### config.mk
export PLATFORM = sky130hd
export DESIGN_NAME = sptd_queue
export DESIGN_NICKNAME = d
export VERILOG_FILES = /design/src/hw/rtl/sptd_pkg.sv /design/src/hw/rtl/sptd_queue.sv
export SDC_FILE = /design/constraint.sdc
export NUM_CORES = 1
export LEC_CHECK = 0
export BUFFER_PORTS_ARGS = -buffer_cell sky130_fd_sc_hd__buf_2
export CORE_MARGIN = 5
export CORE_UTILIZATION = 59
export DETAILED_ROUTE_END_ITERATION = 16
export GPL_TIMING_DRIVEN = 0
export PLACE_DENSITY = 0.82
export RECOVER_POWER = 50
export SYNTH_ARGS = -nofsm -noshare
export SYNTH_HDL_FRONTEND = slang
export SYNTH_SLANG_ARGS = --single-unit
### constraint.sdc
create_clock -name clk_i -period 3.7 [get_ports clk_i]
set_clock_uncertainty 0.15 [all_clocks]
set_input_delay 0.555 -clock clk_i [delete_from_list [all_inputs] [get_ports clk_i]]
set_output_delay 0.555 -clock clk_i [all_outputs]
set_load 0.02 [all_outputs]
### src/hw/rtl/sptd_pkg.sv
package sptd_pkg;

  localparam int MAX_WIDTH_DEF   = 2048;
  localparam int MAX_HEIGHT      = 4096;
  localparam int TABLE_SPAN      = 512;
  localparam int TBL_IDX_W       = $clog2(TABLE_SPAN);
  localparam int TBL_DEPTH       = 4 * TABLE_SPAN;
  localparam int TBL_ADDR_W      = $clog2(TBL_DEPTH);
  localparam int PIX_W           = 8;
  localparam int PLANE_WIDTH_W   = 12;
  localparam int PLANE_HEIGHT_W  = 13;
  localparam int ROW_W           = 12;
  localparam int CFG_INDEX_W     = 2;
  localparam int CFG_DATA_W      = 13;
  localparam int IN_QUEUE_DEPTH  = 4;
  localparam int OUT_QUEUE_DEPTH = 4;

  localparam logic [PLANE_WIDTH_W-1:0]  PLANE_WIDTH_RST  = 12'd720;
  localparam logic [PLANE_HEIGHT_W-1:0] PLANE_HEIGHT_RST = 13'd576;
  localparam logic [TBL_IDX_W-1:0]      DIFF_BIAS        = TBL_IDX_W'(256);

  localparam logic TBL_SPATIAL  = 1'b0;
  localparam logic TBL_TEMPORAL = 1'b1;

  typedef enum logic {
    ITEM_PIXEL = 1'b0,
    ITEM_TABLE = 1'b1
  } item_kind_e;

  typedef enum logic [CFG_INDEX_W-1:0] {
    REG_PLANE_WIDTH  = 2'd0,
    REG_PLANE_HEIGHT = 2'd1,
    REG_CHROMA_PLANE = 2'd2
  } cfg_reg_e;

  typedef struct packed {
    item_kind_e            kind;
    logic [PIX_W-1:0]      pix;
    logic [PIX_W-1:0]      prv;
    logic [TBL_ADDR_W-1:0] taddr;
    logic [PIX_W-1:0]      tval;
    logic                  first_col;
    logic                  first_row;
    logic                  chroma;
    logic                  frame_end;
  } sptd_entry_t;

  // lowpass table index: p - c + bias, always inside the 9-bit span
  function automatic logic [TBL_IDX_W-1:0] diff_idx(logic [PIX_W-1:0] p, logic [PIX_W-1:0] c);
    diff_idx = {1'b0, p} + DIFF_BIAS - {1'b0, c};
  endfunction

endpackage

### src/hw/rtl/sptd_queue.sv
module sptd_queue #(
  parameter int DEPTH = sptd_pkg::IN_QUEUE_DEPTH,
  parameter int W     = 8
) (
  input  logic                       clk_i,
  input  logic                       rst_ni,
  input  logic                       push_i,
  input  logic [W-1:0]               data_i,
  output logic                       full_o,
  input  logic                       pop_i,
  output logic [W-1:0]               data_o,
  output logic                       empty_o,
  output logic [$clog2(DEPTH+1)-1:0] count_o
);

  localparam int PtrW = (DEPTH > 1) ? $clog2(DEPTH) : 1;
  localparam int CntW = $clog2(DEPTH + 1);

  logic [W-1:0]    mem_q [DEPTH];
  logic [PtrW-1:0] wr_ptr_q, rd_ptr_q;
  logic [CntW-1:0] count_q;
  logic            do_push, do_pop;

  assign full_o  = (count_q == CntW'(DEPTH));
  assign empty_o = (count_q == '0);
  assign count_o = count_q;
  assign data_o  = mem_q[rd_ptr_q];
  assign do_push = push_i && !full_o;
  assign do_pop  = pop_i && !empty_o;

  function automatic logic [PtrW-1:0] wrap_inc(logic [PtrW-1:0] p);
    wrap_inc = (p == PtrW'(DEPTH - 1)) ? '0 : p + PtrW'(1);
  endfunction

  always_ff @(posedge clk_i) begin
    if (do_push) begin
      mem_q[wr_ptr_q] <= data_i;
    end
  end

  always_ff @(posedge clk_i or negedge rst_ni) begin
    if (!rst_ni) begin
      wr_ptr_q <= '0;
      rd_ptr_q <= '0;
      count_q  <= '0;
    end else begin
      if (do_push) begin
        wr_ptr_q <= wrap_inc(wr_ptr_q);
      end
      if (do_pop) begin
        rd_ptr_q <= wrap_inc(rd_ptr_q);
      end
      if (do_push && !do_pop) begin
        count_q <= count_q + CntW'(1);
      end else if (do_pop && !do_push) begin
        count_q <= count_q - CntW'(1);
      end
    end
  end

endmodule

======== Word-level counts from Yosys, hierarchy flattened ========
Memory sizes are Yosys's and may differ from the RTL's.
Index checks and enable logic that the tools add are counted.
operators by class
  add/subtract/negate cells ............... 4
  eq/ne operators ......................... 3
  multiplexer cells ....................... 6
  reduce and logical (&&, ||, !) cells .... 10
operator list
  kind                                                                 count
  3-bit two-way mux                                                    2
  2-bit by 1-bit adder with 2-bit output (second input constant)       2
  2-bit == test (second input constant)                                2
  1-bit logical AND                                                    4
  1-bit zero test                                                      4
  2-bit two-way mux                                                    2
  3-bit by 1-bit adder with 3-bit output (second input constant)       1
  3-bit == test (second input constant)                                1
  3-bit zero test                                                      1
  3-bit by 1-bit subtractor with 3-bit output (second input constant)  1
  1-bit two-way mux                                                    2
  2-bit nonzero test                                                   1
word-level totals
  flip-flop bits (word level) ............. 7
  memory bits (writable) .................. 32
  output and inout port bits .............. 13
  logic and storage cells ................. 27
  memories kept ........................... 1
memories
  name   words  bits a word  read ports  clocked after memory_dff  write ports  line              source
  mem_q  4      8            1           0                         1            sptd_queue.sv:19  logic [W-1:0] mem_q [DEPTH];

======== Depth between registers and ports, before layout ========
  word-level depth ........................ 7
  mapped depth ............................ 9

======== Worst setup path after synthesis ========
OpenSTA, ideal clock, no wires.
  kind .................................... flip-flop to flip-flop
  start point ............................. reg count_q[0], in the netlist count_o[0]
  end point ............................... reg count_q[2], in the netlist count_o[2]
  setup time .............................. 0.080 ns
  data arrival time ....................... 2.338 ns
  required time ........................... 3.470 ns
  slack ................................... 1.132 ns
  stages on the path, launching flop included .. 9
  buffers on the path ..................... 0
  clock period less this slack ............ 2.568 ns
  path through ............................ dfrtp_1 nor3_1 nand2b_4 ha_1 inv_1 fa_1 xor2_1 nor2_1 xor2_1
between the ends
  cells in the longest elaborated chain, start to end .. 6
RTL lines
  element                                                         line              source
  from (decl)                                                     sptd_queue.sv:21  logic [CntW-1:0] count_q;
  from (signal assigned)                                          sptd_queue.sv:54  count_q <= count_q + CntW'(1);
  from (signal assigned)                                          sptd_queue.sv:56  count_q <= count_q - CntW'(1);
  3-bit zero test (*)                                             sptd_queue.sv:25  assign empty_o = (count_q == '0);
  via empty_o                                                     sptd_queue.sv:12  output logic empty_o,
  1-bit zero test (*)                                             sptd_queue.sv:29  assign do_pop = pop_i && !empty_o;
  1-bit logical AND (*)                                           sptd_queue.sv:29
  1-bit zero test                                                 sptd_queue.sv:53  if (do_push && !do_pop) begin
  1-bit logical AND                                               sptd_queue.sv:53
  3-bit two-way mux / 2-bit nonzero test (equally long branches)  -
Mark *: on every way through the listed nets, which the timed path passes. The rest lies on a longest branch. The select of a mux whose other input is x is not followed.
A chain may end at the register's enable or synchronous reset.

======== Worst setup path in the final report ========
  start point ............................. reg rd_ptr_q[0]
  end point ............................... out data_o[4]
between the ends
  cells in the longest elaborated chain, start to end .. 1
RTL lines
  element                 line              source
  from (decl)             sptd_queue.sv:20  logic [PtrW-1:0] wr_ptr_q, rd_ptr_q;
  from (signal assigned)  sptd_queue.sv:51  rd_ptr_q <= wrap_inc(rd_ptr_q);
  memory read 4 x 8 bit   -
  to (decl)               sptd_queue.sv:11  output logic [W-1:0] data_o,
Every way passes these cells.

==> impl_results.md <==
* Status: completed
* Switch Pwr at 0.5075 mW
* Final setup TNS at 0 ns
* Antenna Nets Post-Route at 0
* RSZ-0062 raised after global routing: no
* Finished Layout Cells at 143
* Nets at 130
* Post-route DRC at 0
* Mapped Area at 0.001620 sq mm
* Flop pwr share at 45.5%
* DR iter-0 viols at 7
* Crit. Startpoint: rd_ptr_q[0]
* Gr ovfl total at 0
* Top_reg_cell synth: edfxtp_1
* Post-CTS Setup Inserts at 0
* Logic pwr share at 40.6%
* Maxcap violations at 0
* Min-delay worst type: in2reg
* Routed via count at 781
* Post-synthesis sequential area ratio at 70.12%
* Cell taking the most area after synthesis: edfxtp_1
* Syn Inst Count at 79
* Mapped Nets at 98
* Dominant cells by area after synthesis: edfxtp_1 (59%), mux4_2 (11%), dfrtp_1 (11%), ha_1 (4.6%), mux2_2 (2.1%)
* Synth unique cells at 19
* RD Place Congestion at 0.7221
* Initial antenna violation count at 0
* Reg2Reg Launch Point: count_o[2]
* CTS Sinks at 39
* CTS buffer count at 5
* # setup viols final at 0
* Worst Path Required at 2.99 ns
* Post-synth top cells: edfxtp_1 (32), mux4_2 (8), dfrtp_1 (7)
* Port bufs at 24
* Kind of critical path: reg2out
* Fmax at 408.6 MHz
* CTS clk-pin slew, worst paths at 0.10 ns
* Most common cell in the netlist: edfxtp_1
* Max Root-Sink Buffers at 2
* Peak supply drop at 0.0006035 V
* Cell-internal power at 0.9318 mW
* Via density at 5.462
* Clock share of power at 13.9%
* Clock Latency Late Sink at 0.33 ns
* Worst path arrival time at 1.74 ns
* Largest net degree at the start of global routing at 12
* Core ar. at 0.002686 sq mm
* Pins Over Slew Limit at 0
* Mean area per synthesized cell at 20.51 sq um
* Area Overhead vs Synth at 11.04%
* Die Span Y at 62.41 microns
* CP startpoint kind: register
* Drt pass-1 iters at 4
* Yosys warns at 0
* #FFs+latches synth at 39
* EDFF count, synth at 32
* Share of post-route cells with drive strength above 1 at 33.93%
* Row cnt at 19
* Post-detail-place hpwl at 1912 microns
* Period utilization at 66.15%
* Vias in the first global route at 868
* Max transition margin at 61.28%
* DIE WIDTH at 62.41 microns
* Worst Setup End Kind: output port
* Layout fillers at 193
* PD cells at 799.9 mW/mm^2
* # diodes at 0
* Minimum clock period after layout at 2.448 ns
* Die ar. at 0.003894 sq mm
* Worst Tran Pin Value at 0.5805 ns
* Peak fanout along the critical path at 10
* H-Tree Depth at 2
* Clock root cell: clkbuf_4
* I/O Pins at 25
* Worst hold start: data_i[6]
* Net Sw Frac at 35.26%
* Global-route wire length before repair at 4450 microns
* CTS tree: yes
* Final hold viol count at 0
* Gr usage total at 15.46%
* Post-placement cell count at 134
* FFs w/ async S/R, synth at 17.95%
* Area fraction of the dominant cell type after synthesis at 59.31%
* DRT Wirelength at 2618 microns
* Leak pwr at 0.6703 nW
* Drt wl/cell at 18.31 microns
* Initial Utilization at 60.32%
path summary, 6_finish.rpt:
kind	end	slack (ns)	depth (start not counted)
worst max-delay path	data_o[4]	1.25	3
worst min-delay path	mem_q[1][6]	0.33	1
worst max register to register	count_o[2]	1.32	9
worst min register to register	count_o[2]	0.39	1
max in group asynchronous	count_o[2]	2.57	2
min in group asynchronous	count_o[0]	0.52	2
routing by layer:
metal | vias up | wire [microns] | global-route usage (%)
met4 | 0 | 55 | 7.162
met5 | - | 0 | 0
met2 | 21 | 1421 | 25.26
met1 | 388 | 1011 | 18.00
li1 | 367 | - | -
met3 | 5 | 130 | 5.755
logic make-up (layout without fill, tap and decap cells):
kind of cell  Yosys count  after routing  synth area share, %
flops                  39             39                70.12
mux                    13             13                15.06
fa+ha+maj               7              7                5.869
simple gates           11             11                5.405
buf+inv                 6             39                1.930
xor+xnor                3              3                1.622
timing repair:
item	CTS	global route
hold endpoints to repair	7	0
resized for setup	0	0
endpoints found under the setup margin	0	0
hold buffers	1	0
power by group through the flow:
stage               Sequential [mW]  Clock [mW]  Combinational, mW
detailed placement            0.673           0              0.617
CTS                           0.663       0.207              0.618
global placement              0.660           0              0.593
floorplan                     0.675           0              0.433
finish                        0.655       0.201              0.584
global route                  0.667       0.230              0.645
critical path, stage by stage (launching register included):
cell,delay [ns]
dfrtp_1,0.36
buf_2,0.31
mux4_2,0.56
buf_2,0.18
state kept, by name, indices dropped and copies added, names as in the netlist:
name and cells:
mem_q 32, rd_ptr_q 2, count_o 3, wr_ptr_q 2
through the flow:
step | total power, mW | utilization [%] | hold WS (ns) | area (sq um) | setup WS, ns
after CTS | 1.487 | 68.47 | 0.2615 | 1839 | 1.211
after global routing | 1.543 | 66.98 | 0.3123 | 1799 | 1.137
after floorplan | 1.108 | - | 0.1094 | 1620 | 1.132
final | 1.439 | 66.98 | 0.3260 | 1799 | 1.252
after global placement | 1.253 | 66.23 | 0.2441 | 1779 | 1.558
after detailed placement | 1.289 | 66.23 | 0.2586 | 1779 | 1.505
layout make-up:
| type | count | area [sq um] | area share, % |
|---|---|---|---|
| clock inverters | 1 | 5.005 | 0.2782 |
| inverters | 3 | 11.26 | 0.6259 |
| well taps | 31 | 38.79 | 2.156 |
| clock buffers | 7 | 45.04 | 2.503 |
| multi-input cells | 34 | 431.7 | 23.99 |
| plain buffers | 3 | 12.51 | 0.6954 |
| repair buffers | 25 | 118.9 | 6.606 |
| flip-flops and latches | 39 | 1136 | 63.14 |
cell usage in the layout, fill, tap and decap left out, types with 3 or more instances in the layout:
master and instances:
ha_1 6, buf_2 16, clkbuf_1 12, mux2_2 3, clkbuf_4 5, edfxtp_1 32, inv_1 3, dfrtp_1 7
nor2_1 3, mux4_2 8
Power figures use the tool's default switching activity.
