[src/hw/rtl/sptd_pkg.sv]
package sptd_pkg;

  localparam int MAX_WIDTH_DEF   = 2048;
  localparam int MAX_HEIGHT      = 4096;
  localparam int TABLE_SPAN      = 512;
  localparam int TBL_IDX_W       = $clog2(TABLE_SPAN);
  localparam int TBL_DEPTH       = 4 * TABLE_SPAN;
  localparam int TBL_ADDR_W      = $clog2(TBL_DEPTH);
  localparam int PIX_W           = 8;
  localparam int PLANE_WIDTH_W   = 12;
  localparam int PLANE_HEIGHT_W  = 13;
  localparam int ROW_W           = 12;
  localparam int CFG_INDEX_W     = 2;
  localparam int CFG_DATA_W      = 13;
  localparam int IN_QUEUE_DEPTH  = 4;
  localparam int OUT_QUEUE_DEPTH = 4;

  localparam logic [PLANE_WIDTH_W-1:0]  PLANE_WIDTH_RST  = 12'd720;
  localparam logic [PLANE_HEIGHT_W-1:0] PLANE_HEIGHT_RST = 13'd576;
  localparam logic [TBL_IDX_W-1:0]      DIFF_BIAS        = TBL_IDX_W'(256);

  localparam logic TBL_SPATIAL  = 1'b0;
  localparam logic TBL_TEMPORAL = 1'b1;

  typedef enum logic {
    ITEM_PIXEL = 1'b0,
    ITEM_TABLE = 1'b1
  } item_kind_e;

  typedef enum logic [CFG_INDEX_W-1:0] {
    REG_PLANE_WIDTH  = 2'd0,
    REG_PLANE_HEIGHT = 2'd1,
    REG_CHROMA_PLANE = 2'd2
  } cfg_reg_e;

  typedef struct packed {
    item_kind_e            kind;
    logic [PIX_W-1:0]      pix;
    logic [PIX_W-1:0]      prv;
    logic [TBL_ADDR_W-1:0] taddr;
    logic [PIX_W-1:0]      tval;
    logic                  first_col;
    logic                  first_row;
    logic                  chroma;
    logic                  frame_end;
  } sptd_entry_t;

  // lowpass table index: p - c + bias, always inside the 9-bit span
  function automatic logic [TBL_IDX_W-1:0] diff_idx(logic [PIX_W-1:0] p, logic [PIX_W-1:0] c);
    diff_idx = {1'b0, p} + DIFF_BIAS - {1'b0, c};
  endfunction

endpackage

[src/hw/rtl/sptd_front.sv]
module sptd_front #(
  parameter int MAX_WIDTH = sptd_pkg::MAX_WIDTH_DEF
) (
  input  logic                                  clk_i,
  input  logic                                  rst_ni,
  input  logic                                  cfg_we_i,
  input  logic [sptd_pkg::CFG_INDEX_W-1:0]      cfg_index_i,
  input  logic [sptd_pkg::CFG_DATA_W-1:0]       cfg_data_i,
  input  logic                                  in_valid_i,
  output logic                                  in_ready_o,
  input  logic                                  in_func_i,
  input  logic [sptd_pkg::PIX_W-1:0]            in_pixel_i,
  input  logic [sptd_pkg::PIX_W-1:0]            in_prev_pixel_i,
  input  logic [sptd_pkg::TBL_ADDR_W-1:0]       in_table_address_i,
  input  logic [sptd_pkg::PIX_W-1:0]            in_table_value_i,
  output logic                                  push_o,
  output sptd_pkg::sptd_entry_t                 entry_o,
  output logic [$clog2(MAX_WIDTH)-1:0]          col_o,
  input  logic                                  full_i
);
  import sptd_pkg::*;

  localparam int ColW  = $clog2(MAX_WIDTH);
  localparam int WReqW = ($clog2(MAX_WIDTH + 1) > PLANE_WIDTH_W) ?
                         $clog2(MAX_WIDTH + 1) : PLANE_WIDTH_W;
  localparam int CW    = WReqW + 1;

  logic [PLANE_WIDTH_W-1:0]  plane_width_q;
  logic [PLANE_HEIGHT_W-1:0] plane_height_q;
  logic                      chroma_plane_q;
  logic [ColW-1:0]           column_q;
  logic [ROW_W-1:0]          row_q;

  logic [CW-1:0]             w_eff, col_next;
  logic [PLANE_HEIGHT_W-1:0] h_eff, row_next;
  logic                      line_end, frame_end, accept, is_pixel;

  assign in_ready_o = !full_i;
  assign accept     = in_valid_i && in_ready_o;
  assign is_pixel   = (item_kind_e'(in_func_i) == ITEM_PIXEL);

  always_comb begin
    if (plane_width_q == '0) begin
      w_eff = CW'(1);
    end else if (CW'(plane_width_q) > CW'(MAX_WIDTH)) begin
      w_eff = CW'(MAX_WIDTH);
    end else begin
      w_eff = CW'(plane_width_q);
    end
    if (plane_height_q == '0) begin
      h_eff = PLANE_HEIGHT_W'(1);
    end else if (plane_height_q > PLANE_HEIGHT_W'(MAX_HEIGHT)) begin
      h_eff = PLANE_HEIGHT_W'(MAX_HEIGHT);
    end else begin
      h_eff = plane_height_q;
    end
  end

  assign col_next  = CW'(column_q) + CW'(1);
  assign row_next  = PLANE_HEIGHT_W'(row_q) + PLANE_HEIGHT_W'(1);
  assign line_end  = (col_next >= w_eff);
  assign frame_end = line_end && (row_next >= h_eff);

  always_comb begin
    entry_o.kind      = item_kind_e'(in_func_i);
    entry_o.pix       = in_pixel_i;
    entry_o.prv       = in_prev_pixel_i;
    entry_o.taddr     = in_table_address_i;
    entry_o.tval      = in_table_value_i;
    entry_o.first_col = (column_q == '0);
    entry_o.first_row = (row_q == '0);
    entry_o.chroma    = chroma_plane_q;
    entry_o.frame_end = frame_end;
  end

  assign col_o  = column_q;
  assign push_o = accept;

  always_ff @(posedge clk_i or negedge rst_ni) begin
    if (!rst_ni) begin
      plane_width_q  <= PLANE_WIDTH_RST;
      plane_height_q <= PLANE_HEIGHT_RST;
      chroma_plane_q <= 1'b0;
    end else if (cfg_we_i) begin
      case (cfg_reg_e'(cfg_index_i))
        REG_PLANE_WIDTH:  plane_width_q  <= cfg_data_i[PLANE_WIDTH_W-1:0];
        REG_PLANE_HEIGHT: plane_height_q <= cfg_data_i[PLANE_HEIGHT_W-1:0];
        REG_CHROMA_PLANE: chroma_plane_q <= cfg_data_i[0];
        default: ;
      endcase
    end
  end

  // raster position of the next pixel
  always_ff @(posedge clk_i or negedge rst_ni) begin
    if (!rst_ni) begin
      column_q <= '0;
      row_q    <= '0;
    end else if (accept && is_pixel) begin
      if (line_end) begin
        column_q <= '0;
        row_q    <= frame_end ? '0 : row_next[ROW_W-1:0];
      end else begin
        column_q <= col_next[ColW-1:0];
      end
    end
  end

endmodule

[config.mk]
export PLATFORM = sky130hd
export DESIGN_NAME = sptd_front
export DESIGN_NICKNAME = d
export VERILOG_FILES = /design/src/hw/rtl/sptd_pkg.sv /design/src/hw/rtl/sptd_front.sv
export SDC_FILE = /design/constraint.sdc
export NUM_CORES = 1
export LEC_CHECK = 0
export ABC_AREA = 1
export BUFFER_PORTS_ARGS = -buffer_cell sky130_fd_sc_hd__buf_4
export CORE_ASPECT_RATIO = 0.5
export CORE_UTILIZATION = 36
export CTS_CLUSTER_DIAMETER = 200
export DETAILED_ROUTE_END_ITERATION = 8
export HOLD_SLACK_MARGIN = 0.1
export PLACE_DENSITY = 0.61
export SLEW_MARGIN = 15
export SYNTH_ARGS = -nofsm -noshare
export SYNTH_HDL_FRONTEND = slang
export SYNTH_SLANG_ARGS = --single-unit
[constraint.sdc]
create_clock -name clk_i -period 2.52 [get_ports clk_i]
set_clock_uncertainty 0.15 [all_clocks]
set_input_delay 0.252 -clock clk_i [delete_from_list [all_inputs] [get_ports clk_i]]
set_output_delay 0.252 -clock clk_i [all_outputs]
set_load 0.05 [all_outputs]
After elaboration in Yosys (flattened, before gate mapping)

Index checks and enable logic that the tools add are counted.

Register bits after elaboration: 49
Input bits: 56
Output and inout bits: 53

$add $sub $neg: 2
Magnitude comparators: 4
Eq/ne operators: 2
Mux-type cells: 6
Bitwise logic cells: 1
Reductions and logical operators: 13

Operator list:

| kind                    | count |
|---|---|
| $mux W13                | 3 |
| $logic_not A12 Y1       | 2 |
| $mux W12                | 2 |
| $add A12 B1 Y13 const B | 1 |
| $ge A12 B13 Y1          | 1 |
| $ge A13 B13 Y1          | 1 |
| $gt A13 B13 Y1 const B  | 1 |
| $logic_not A13 Y1       | 1 |
| $add A11 B1 Y12 const B | 1 |
| $gt A12 B12 Y1 const B  | 1 |
| $logic_not A11 Y1       | 1 |
| $mux W11                | 1 |
| $reduce_and A2 Y1       | 4 |
| $logic_and A1 B1 Y1     | 3 |
| $eq A2 B1 Y1 const B    | 1 |
| $eq A2 B2 Y1 const B    | 1 |
| $logic_not A2 Y1        | 1 |
| $logic_not A1 Y1        | 1 |
| $not A1 Y1              | 1 |

Longest topological paths before layout

Gate-level depths: netlist of run 1.

Depth in word-level cells: 6
Gate-level depth with buffers: 19

Worst setup path after synthesis of run 1

Ideal clock, no wire load.

Path kind: register to output
From: register column_q[0] (netlist: col_o[0])
To: output entry_o[0] in the netlist's numbering
Arrival time: 2558 ps
Required time: 2118 ps
Setup slack: -440 ps
Cell stages (with the launch flop): 14
Buffers on the path: 1
Cell sequence: dfrtp_1 -> ha_1 -> nand3_1 -> nor2_1 -> nand3_1 -> xor2_1 -> ha_1 -> nand2_1 -> nor2_2 -> nand2_1 -> nor2_2 -> nor2_2 -> a31oi_1 -> buf_4

Longest elaborated chain between the ends: 3

RTL lines:

| element                  | RTL line          | text |
|---|---|---|
| start: declaration       | sptd_front.sv:31  | `logic [ColW-1:0] column_q;` |
| start signal: assignment | sptd_front.sv:104 | `column_q <= col_next[ColW-1:0];` |
| $add A11 B1 Y12          | sptd_front.sv:59  | `assign col_next = CW'(column_q) + CW'(1);` |
| $ge A12 B13 Y1           | sptd_front.sv:61  | `assign line_end = (col_next >= w_eff);` |
| $logic_and A1 B1 Y1      | sptd_front.sv:62  | `assign frame_end = line_end && (row_next >= h_eff);` |
| end: declaration         | sptd_front.sv:17  | `output sptd_pkg::sptd_entry_t entry_o,` |

Every way passes these cells.

==> impl_metrics.env, run 1 <==
export IMPL_num_nets_final=658
export IMPL_rsz0062_at_grt="yes"
export IMPL_synth_top_family_by_area="simple AND/OR/NAND/NOR gates"
export IMPL_die_w_um=143
export IMPL_hold_ws_ns=0.101
export IMPL_htreeDepth=2
export IMPL_end_kind="primary output"
export IMPL_grt_overflow=0
export IMPL_grt_start_max_net_pins=50
export IMPL_yosys_area_share_simple_pct=27.8
export IMPL_maxCapViolCount=0
export IMPL_drc=0
export IMPL_startpoint_type="flop"
export IMPL_antenna_found_initial=0
export IMPL_rows=25
export IMPL_pwr_density_cell_mw_per_mm2=1080
export IMPL_yosys_warnings=0
export IMPL_synthMuxAreaShare_pct=0
export IMPL_first_pass_iters=4
export IMPL_synth_cells=490
export IMPL_r2r_start="col_o[0]"
export IMPL_cts_sinks=49
export IMPL_fin_setup_tns_ns=-6.13
export IMPL_fin_crit_ns=3.00
export IMPL_timing_fmax_ghz=0.334
export IMPL_vias_per_cell=4.67
export IMPL_synth_top_area_cell="dfrtp_1"
export IMPL_reg2reg_depth=16
export IMPL_syn_area_per_cell_sq_um=7.33
export IMPL_cts_tree="yes"
export IMPL_place_congestion=0.798
export IMPL_synth_compound_area_share_pct=7.56
export IMPL_coreArea_sq_mm=0.00957
export IMPL_cts_clk_slew_worst_paths_ns=0.07
export IMPL_finalCritPeriodShare_pct=119
export IMPL_critPathMaxFanout=3
export IMPL_hold_viol=0
export IMPL_synth_cell_area_sq_mm=0.00359
export IMPL_synth_area_top_cells="dfrtp_1, nand2_1, ha_1"
export IMPL_detail_route_wl_per_cell_um=13.3
export IMPL_min_from="cfg_data_i[4]"
export IMPL_p_leak_nw=2.55
export IMPL_slew_headroom_pct=54.1
export IMPL_synth_seq_cells=49
export IMPL_timing_worst_setup_path_type="flop to primary output"
export IMPL_cts_made_buffers=5
export IMPL_place_inst=679
export IMPL_worstMarginPinSlew_ns=0.687
export IMPL_grt_usage_pct=18.4
export IMPL_fin_cells=709
export IMPL_totalWireLength_um=9400
export IMPL_drtIter0Drc=210
export IMPL_grt_pass1_vias=3088
export IMPL_cts_root_buf="clkbuf_16"
export IMPL_r2r_slack_ns=-0.29
export IMPL_worst_slack_ns=-0.475
export IMPL_area_growth_syn_to_layout_pct=38.2
export IMPL_dp_hpwl_um=6590
export IMPL_crit_required_ns=2.12
export IMPL_async_flop_share_pct=100
export IMPL_placed_area_sq_mm=0.00424
export IMPL_start_util_pct=37.5
export IMPL_ir_worst_vdd_v=0.000427
export IMPL_hold_path_class="input port to flop"
export IMPL_hold_path_end="plane_width_q[4]"
export IMPL_status="complete, but fails checks"
export IMPL_grt_pass1_wl_um=14800
export IMPL_cp_arrival_ns=2.59
export IMPL_violations="negative setup slack"
export IMPL_drive_gt1_share_pct=37.3
export IMPL_report_final_slew_viol_count=0
export IMPL_utilization_pct=51.9
export IMPL_cts_buffer_depth=2
export IMPL_die_area_sq_mm=0.0104
export IMPL_r2r_end="row_q[0]"
export IMPL_vias=3308
export IMPL_synthXorXnorAreaFrac_pct=3.17
export IMPL_insertion_delay_ns=0.30
export IMPL_setup_violations=24
export IMPL_yosys_area_top_type_share_pct=30.0
export IMPL_syn_nets=575
export IMPL_whs_path_depth=3
export IMPL_die_h_um=72.6
export IMPL_port_buffers=38
export IMPL_num_antenna_cells=0
export IMPL_stdcell_area_sq_mm=0.00496
export IMPL_ys_seq_area_share_pct=34.4
export IMPL_antenna_left=0
export IMPL_pin_count=109
export IMPL_ys_flop_type="dfrtp_1"
export IMPL_synthAdderAreaFrac_pct=10.1
export IMPL_synth_edff_count=0
export IMPL_synth_cell_type_count=31
==> state kept, by name (all words and copies together), names as in the netlist <==
name	flops
col_o	11
plane_height_q	13
plane_width_q	12
row_q	12
chroma_plane_q	1
==> metal layers <==
layer / part of all wire (%) / GRT usage, %
met4: 2.2 / 7.33
met2: 46 / 28.8
met3: 5.2 / 3.74
met5: 0 / 0
met1: 46 / 25.2
==> cells in the final DEF, fill, tap and decap left out, types with 7 or more instances in the layout <==
cell type,Yosys,routed
inv_1,73,71
ha_4,0,8
xor2_1,13,8
dfrtp_2,0,8
o21ai_0,40,32
nand2_4,1,9
o21ai_1,1,8
ha_1,29,20
nand3_1,33,25
nand3_2,0,7
dfrtp_1,43,35
buf_6,1,8
nand2_1,139,117
nand2_2,1,15
nor2_1,21,17
nor2_4,1,8
nand4_1,8,8
buf_4,39,108
==> layout make-up <==
type / instances / area [sq um]
Fill cell: 929 / 4610
Clock buffer: 5 / 125
Clock inverter: 3 / 25.0
Tap cell: 135 / 169
Inverter: 75 / 283
Multi-Input combinational cell: 322 / 2180
Sequential cell: 49 / 1240
Timing Repair Buffer: 120 / 941
==> synthesized netlist by cell type (4+ instances only) <==
cell      count
nor3_1        4
o21ai_0      40
a21oi_1       9
ha_1         29
nand2_1     139
nand3_1      33
inv_1        73
buf_4        39
nand4_1       8
xor2_1       13
nor4_1        7
dfrtp_1      43
clkbuf_1      5
nor2_1       21
dfstp_2       6
nor2_2        6
==> kinds of logic after synthesis <==
family,after synthesis
flip-flops,49
XOR/XNOR,13
AO/OA/AOI/OAI,53
buffers and inverters,121
adder cells (fa/ha/maj),29
AND/OR/NAND/NOR,225
==> worst max-delay path, cell delays in order, from the launching register on <==
cell	delay, ns
dfrtp_1	0.39
buf_4	0.14
buf_4	0.13
nand2_2	0.07
nor2_4	0.05
nand2_2	0.10
nor2_2	0.05
xor2_1	0.18
ha_1	0.29
nand2_1	0.10
nor2_4	0.11
nor3b_4	0.24
a21oi_4	0.10
a31oi_4	0.16
buf_6	0.18
==> how the worst max path moves through the flow <==
| stage | startpoint | to | slack (ns) |
|---|---|---|---|
| after floorplan | col_o[0] | entry_o[0] | -0.14 |
| after global routing | row_q[1] | entry_o[0] | -0.59 |
| final | row_q[1] | entry_o[0] | -0.48 |
| after detailed placement | plane_height_q[0] | entry_o[0] | -0.49 |
| after CTS | plane_height_q[3] | entry_o[0] | -0.42 |
| after global placement | plane_height_q[8] | entry_o[0] | -0.44 |
==> timing repair <==
action                     in CTS  in global routing
pin swaps                      32                 27
hold buffers                    4                  0
setup endpoints to repair      23                 24
buffers inserted                8                  7
gates cloned                    3                  0
resized for setup              52                 36
hold endpoints to repair       46                  0
==> through the flow <==
step / setup WS [ns] / power [mW]
3_5_place_dp: -0.485 / 3.83
3_3_place_gp: -0.436 / 3.78
2_1_floorplan: -0.143 / 3.04
6_report: -0.475 / 5.34
5_1_grt: -0.590 / 5.75
4_1_cts: -0.422 / 5.02
==> power breakdown <==
part           internal (mW)  switching (mW)  total, mW
Sequential              1.01           0.164       1.17
Combinational           1.49            1.97       3.46
Clock                  0.376           0.333      0.709
Power figures use the tool's default switching activity.
==> run 2, diff against run 1 <==
--- a/config.mk
+++ b/config.mk
@@ -12,7 +12,7 @@
 export CTS_CLUSTER_DIAMETER = 200
 export DETAILED_ROUTE_END_ITERATION = 8
 export HOLD_SLACK_MARGIN = 0.1
-export PLACE_DENSITY = 0.61
+export PLACE_DENSITY = 0.7
 export SLEW_MARGIN = 15
 export SYNTH_ARGS = -nofsm -noshare
 export SYNTH_HDL_FRONTEND = slang
==> constraint.sdc (replaced) <==
create_clock -name clk_i -period 2.52 [get_ports clk_i]
set_clock_uncertainty 0.15 [all_clocks]
set_input_delay 0.252 -clock clk_i [delete_from_list [all_inputs] [get_ports clk_i]]
set_output_delay 0.252 -clock clk_i [all_outputs]
set_load 0.1 [all_outputs]
==> impl_metrics.env, run 2 (synthesized netlist as in run 1, its figures left out) <==
export IMPL_p_int_mw=2.81
export IMPL_fillers=913
export IMPL_grt_start_max_net_pins=50
export IMPL_cp_arrival_ns=2.63
export IMPL_pwr_share_comb_pct=65.3
export IMPL_end_kind="primary output"
export IMPL_detail_route_wl_per_cell_um=13.2
export IMPL_worst_slack_ns=-0.512
export IMPL_port_buffers=38
export IMPL_hold_viol=0
export IMPL_grt_overflow=0
export IMPL_place_congestion=0.880
export IMPL_pin_count=109
export IMPL_vias_per_cell=4.72
export IMPL_cts_tree="yes"
export IMPL_top_regs="plane_height_q (13), plane_width_q (12), row_q (12)"
export IMPL_vias=3360
export IMPL_antenna_found_initial=0
export IMPL_drc=0
export IMPL_htreeDepth=2
export IMPL_maxCapViolCount=0
export IMPL_die_area_sq_mm=0.0104
export IMPL_insertion_delay_ns=0.30
export IMPL_drive_gt1_share_pct=36.0
export IMPL_die_w_um=143
export IMPL_num_antenna_cells=0
export IMPL_crit_required_ns=2.12
export IMPL_rsz0062_at_grt="yes"
export IMPL_pwr_share_seq_pct=21.5
export IMPL_p_leak_nw=2.54
export IMPL_rows=25
export IMPL_switching_share_pct=49.3
export IMPL_critPathMaxFanout=4
export IMPL_timing_worst_setup_path_type="flop to primary output"
export IMPL_num_nets_final=661
export IMPL_whs_path_depth=3
export IMPL_cts_clk_slew_worst_paths_ns=0.08
export IMPL_status="complete, but fails checks"
export IMPL_largest_register_ff_count=13
export IMPL_die_h_um=72.6
export IMPL_first_pass_iters=4
export IMPL_drtIter0Drc=186
export IMPL_final_cell_mix="nand2_1, buf_4, inv_1"
export IMPL_grt_usage_pct=18.5
export IMPL_fin_cells=712
export IMPL_clockPowerShare_pct=13.3
export IMPL_coreArea_sq_mm=0.00957
export IMPL_cts_made_buffers=5
export IMPL_grt_pass1_wl_um=15000
export IMPL_report_final_slew_viol_count=0
export IMPL_totalWireLength_um=9420
export IMPL_p_switching_mw=2.73
export IMPL_hold_ws_ns=0.0994
export IMPL_dp_hpwl_um=6590
export IMPL_violations="negative setup slack"
export IMPL_pwr_density_cell_mw_per_mm2=1120
export IMPL_largest_register="plane_height_q"
export IMPL_timing_fmax_ghz=0.330
export IMPL_reg2reg_depth=17
export IMPL_grt_pass1_vias=3184
export IMPL_fin_crit_ns=3.03
export IMPL_worstMarginPinSlew_ns=0.697
export IMPL_antenna_left=0
export IMPL_hold_path_class="input port to flop"
export IMPL_utilization_pct=51.7
export IMPL_startpoint_type="flop"
export IMPL_ir_worst_vdd_v=0.000656
export IMPL_place_inst=683
export IMPL_cts_sinks=49
export IMPL_slew_headroom_pct=53.5
export IMPL_setup_violations=24
export IMPL_start_util_pct=37.5
export IMPL_final_common_cell="nand2_1"
export IMPL_cts_root_buf="clkbuf_16"
export IMPL_area_growth_syn_to_layout_pct=37.9
export IMPL_cts_buffer_depth=2
export IMPL_finalCritPeriodShare_pct=120
-- run 2: what timing repair did --
action,4_1_cts,5_1_grt
endpoints found under the hold margin,50,0
gates cloned,2,0
hold buffers,7,0
gates resized for setup,43,32
setup endpoints to repair,23,24
buffers inserted,6,6
pin swaps,8,34
-- run 2: final timing paths --
check | startpoint | to | slack (ns)
max in group asynchronous | rst_ni | col_o[2] | 1.36
worst min register to register | chroma_plane_q | chroma_plane_q | 0.35
worst max-delay path | col_o[0] | entry_o[0] | -0.51
min in group asynchronous | rst_ni | row_q[4] | 0.36
worst max register to register | col_o[0] | row_q[5] | -0.35
worst min-delay path | cfg_data_i[4] | plane_width_q[4] | 0.1
-- run 2: through the flow --
| stage | setup slack (ns) | TNS, ns | cell area, sq um | total power, mW |
|---|---|---|---|---|
| 2_1_floorplan | -0.307 | -3.70 | 3690 | 3.50 |
| 3_3_place_gp | -0.230 | -3.86 | 4300 | 4.10 |
| 3_5_place_dp | -0.359 | -4.11 | 4300 | 4.18 |
| 4_1_cts | -0.434 | -3.19 | 4750 | 5.24 |
| 5_1_grt | -0.633 | -10.50 | 4950 | 5.93 |
| 6_report | -0.512 | -7.49 | 4950 | 5.54 |
-- run 2: routing by layer --
metal / routed length (um) / vias to the layer above / GRT usage (%) / part of all wire, %
li1: - / 1688 / - / -
met1: 4250 / 1566 / 24.3 / 45
met2: 4560 / 80 / 30.7 / 48
met3: 439 / 26 / 3.41 / 4.7
met4: 170 / 0 / 7.21 / 1.8
met5: 0 / - / 0 / 0
-- run 2: cell type report --
class	count	area, sq um	area share (%)
inverter	75	283	5.71
clock inverter	3	28.8	0.581
timing repair buffer	124	976	19.7
sequential	49	1260	25.5
tap	135	169	3.41
clock buffer	5	125	2.53
multi-input combinational	321	2110	42.6
-- run 2: critical path, stage by stage, from the launching register on --
cell	delay [ns]
dfrtp_4	0.45
ha_4	0.16
nand3_4	0.08
nor2_4	0.19
nand3_2	0.12
xor2_2	0.17
ha_1	0.31
nand2_2	0.07
nor2_4	0.14
nand2_4	0.08
nor2_4	0.13
nor2_4	0.06
a31oi_4	0.16
buf_12	0.20
-- run 2: power by group through the flow --
| stage | Combinational [mW] | Clock, mW | Sequential, mW |
|---|---|---|---|
| 2_1_floorplan | 1.86 | 0 | 1.64 |
| 3_3_place_gp | 2.93 | 0 | 1.18 |
| 6_report | 3.61 | 0.736 | 1.19 |
| 5_1_grt | 3.95 | 0.767 | 1.21 |
| 4_1_cts | 3.31 | 0.745 | 1.18 |
| 3_5_place_dp | 2.99 | 0 | 1.19 |
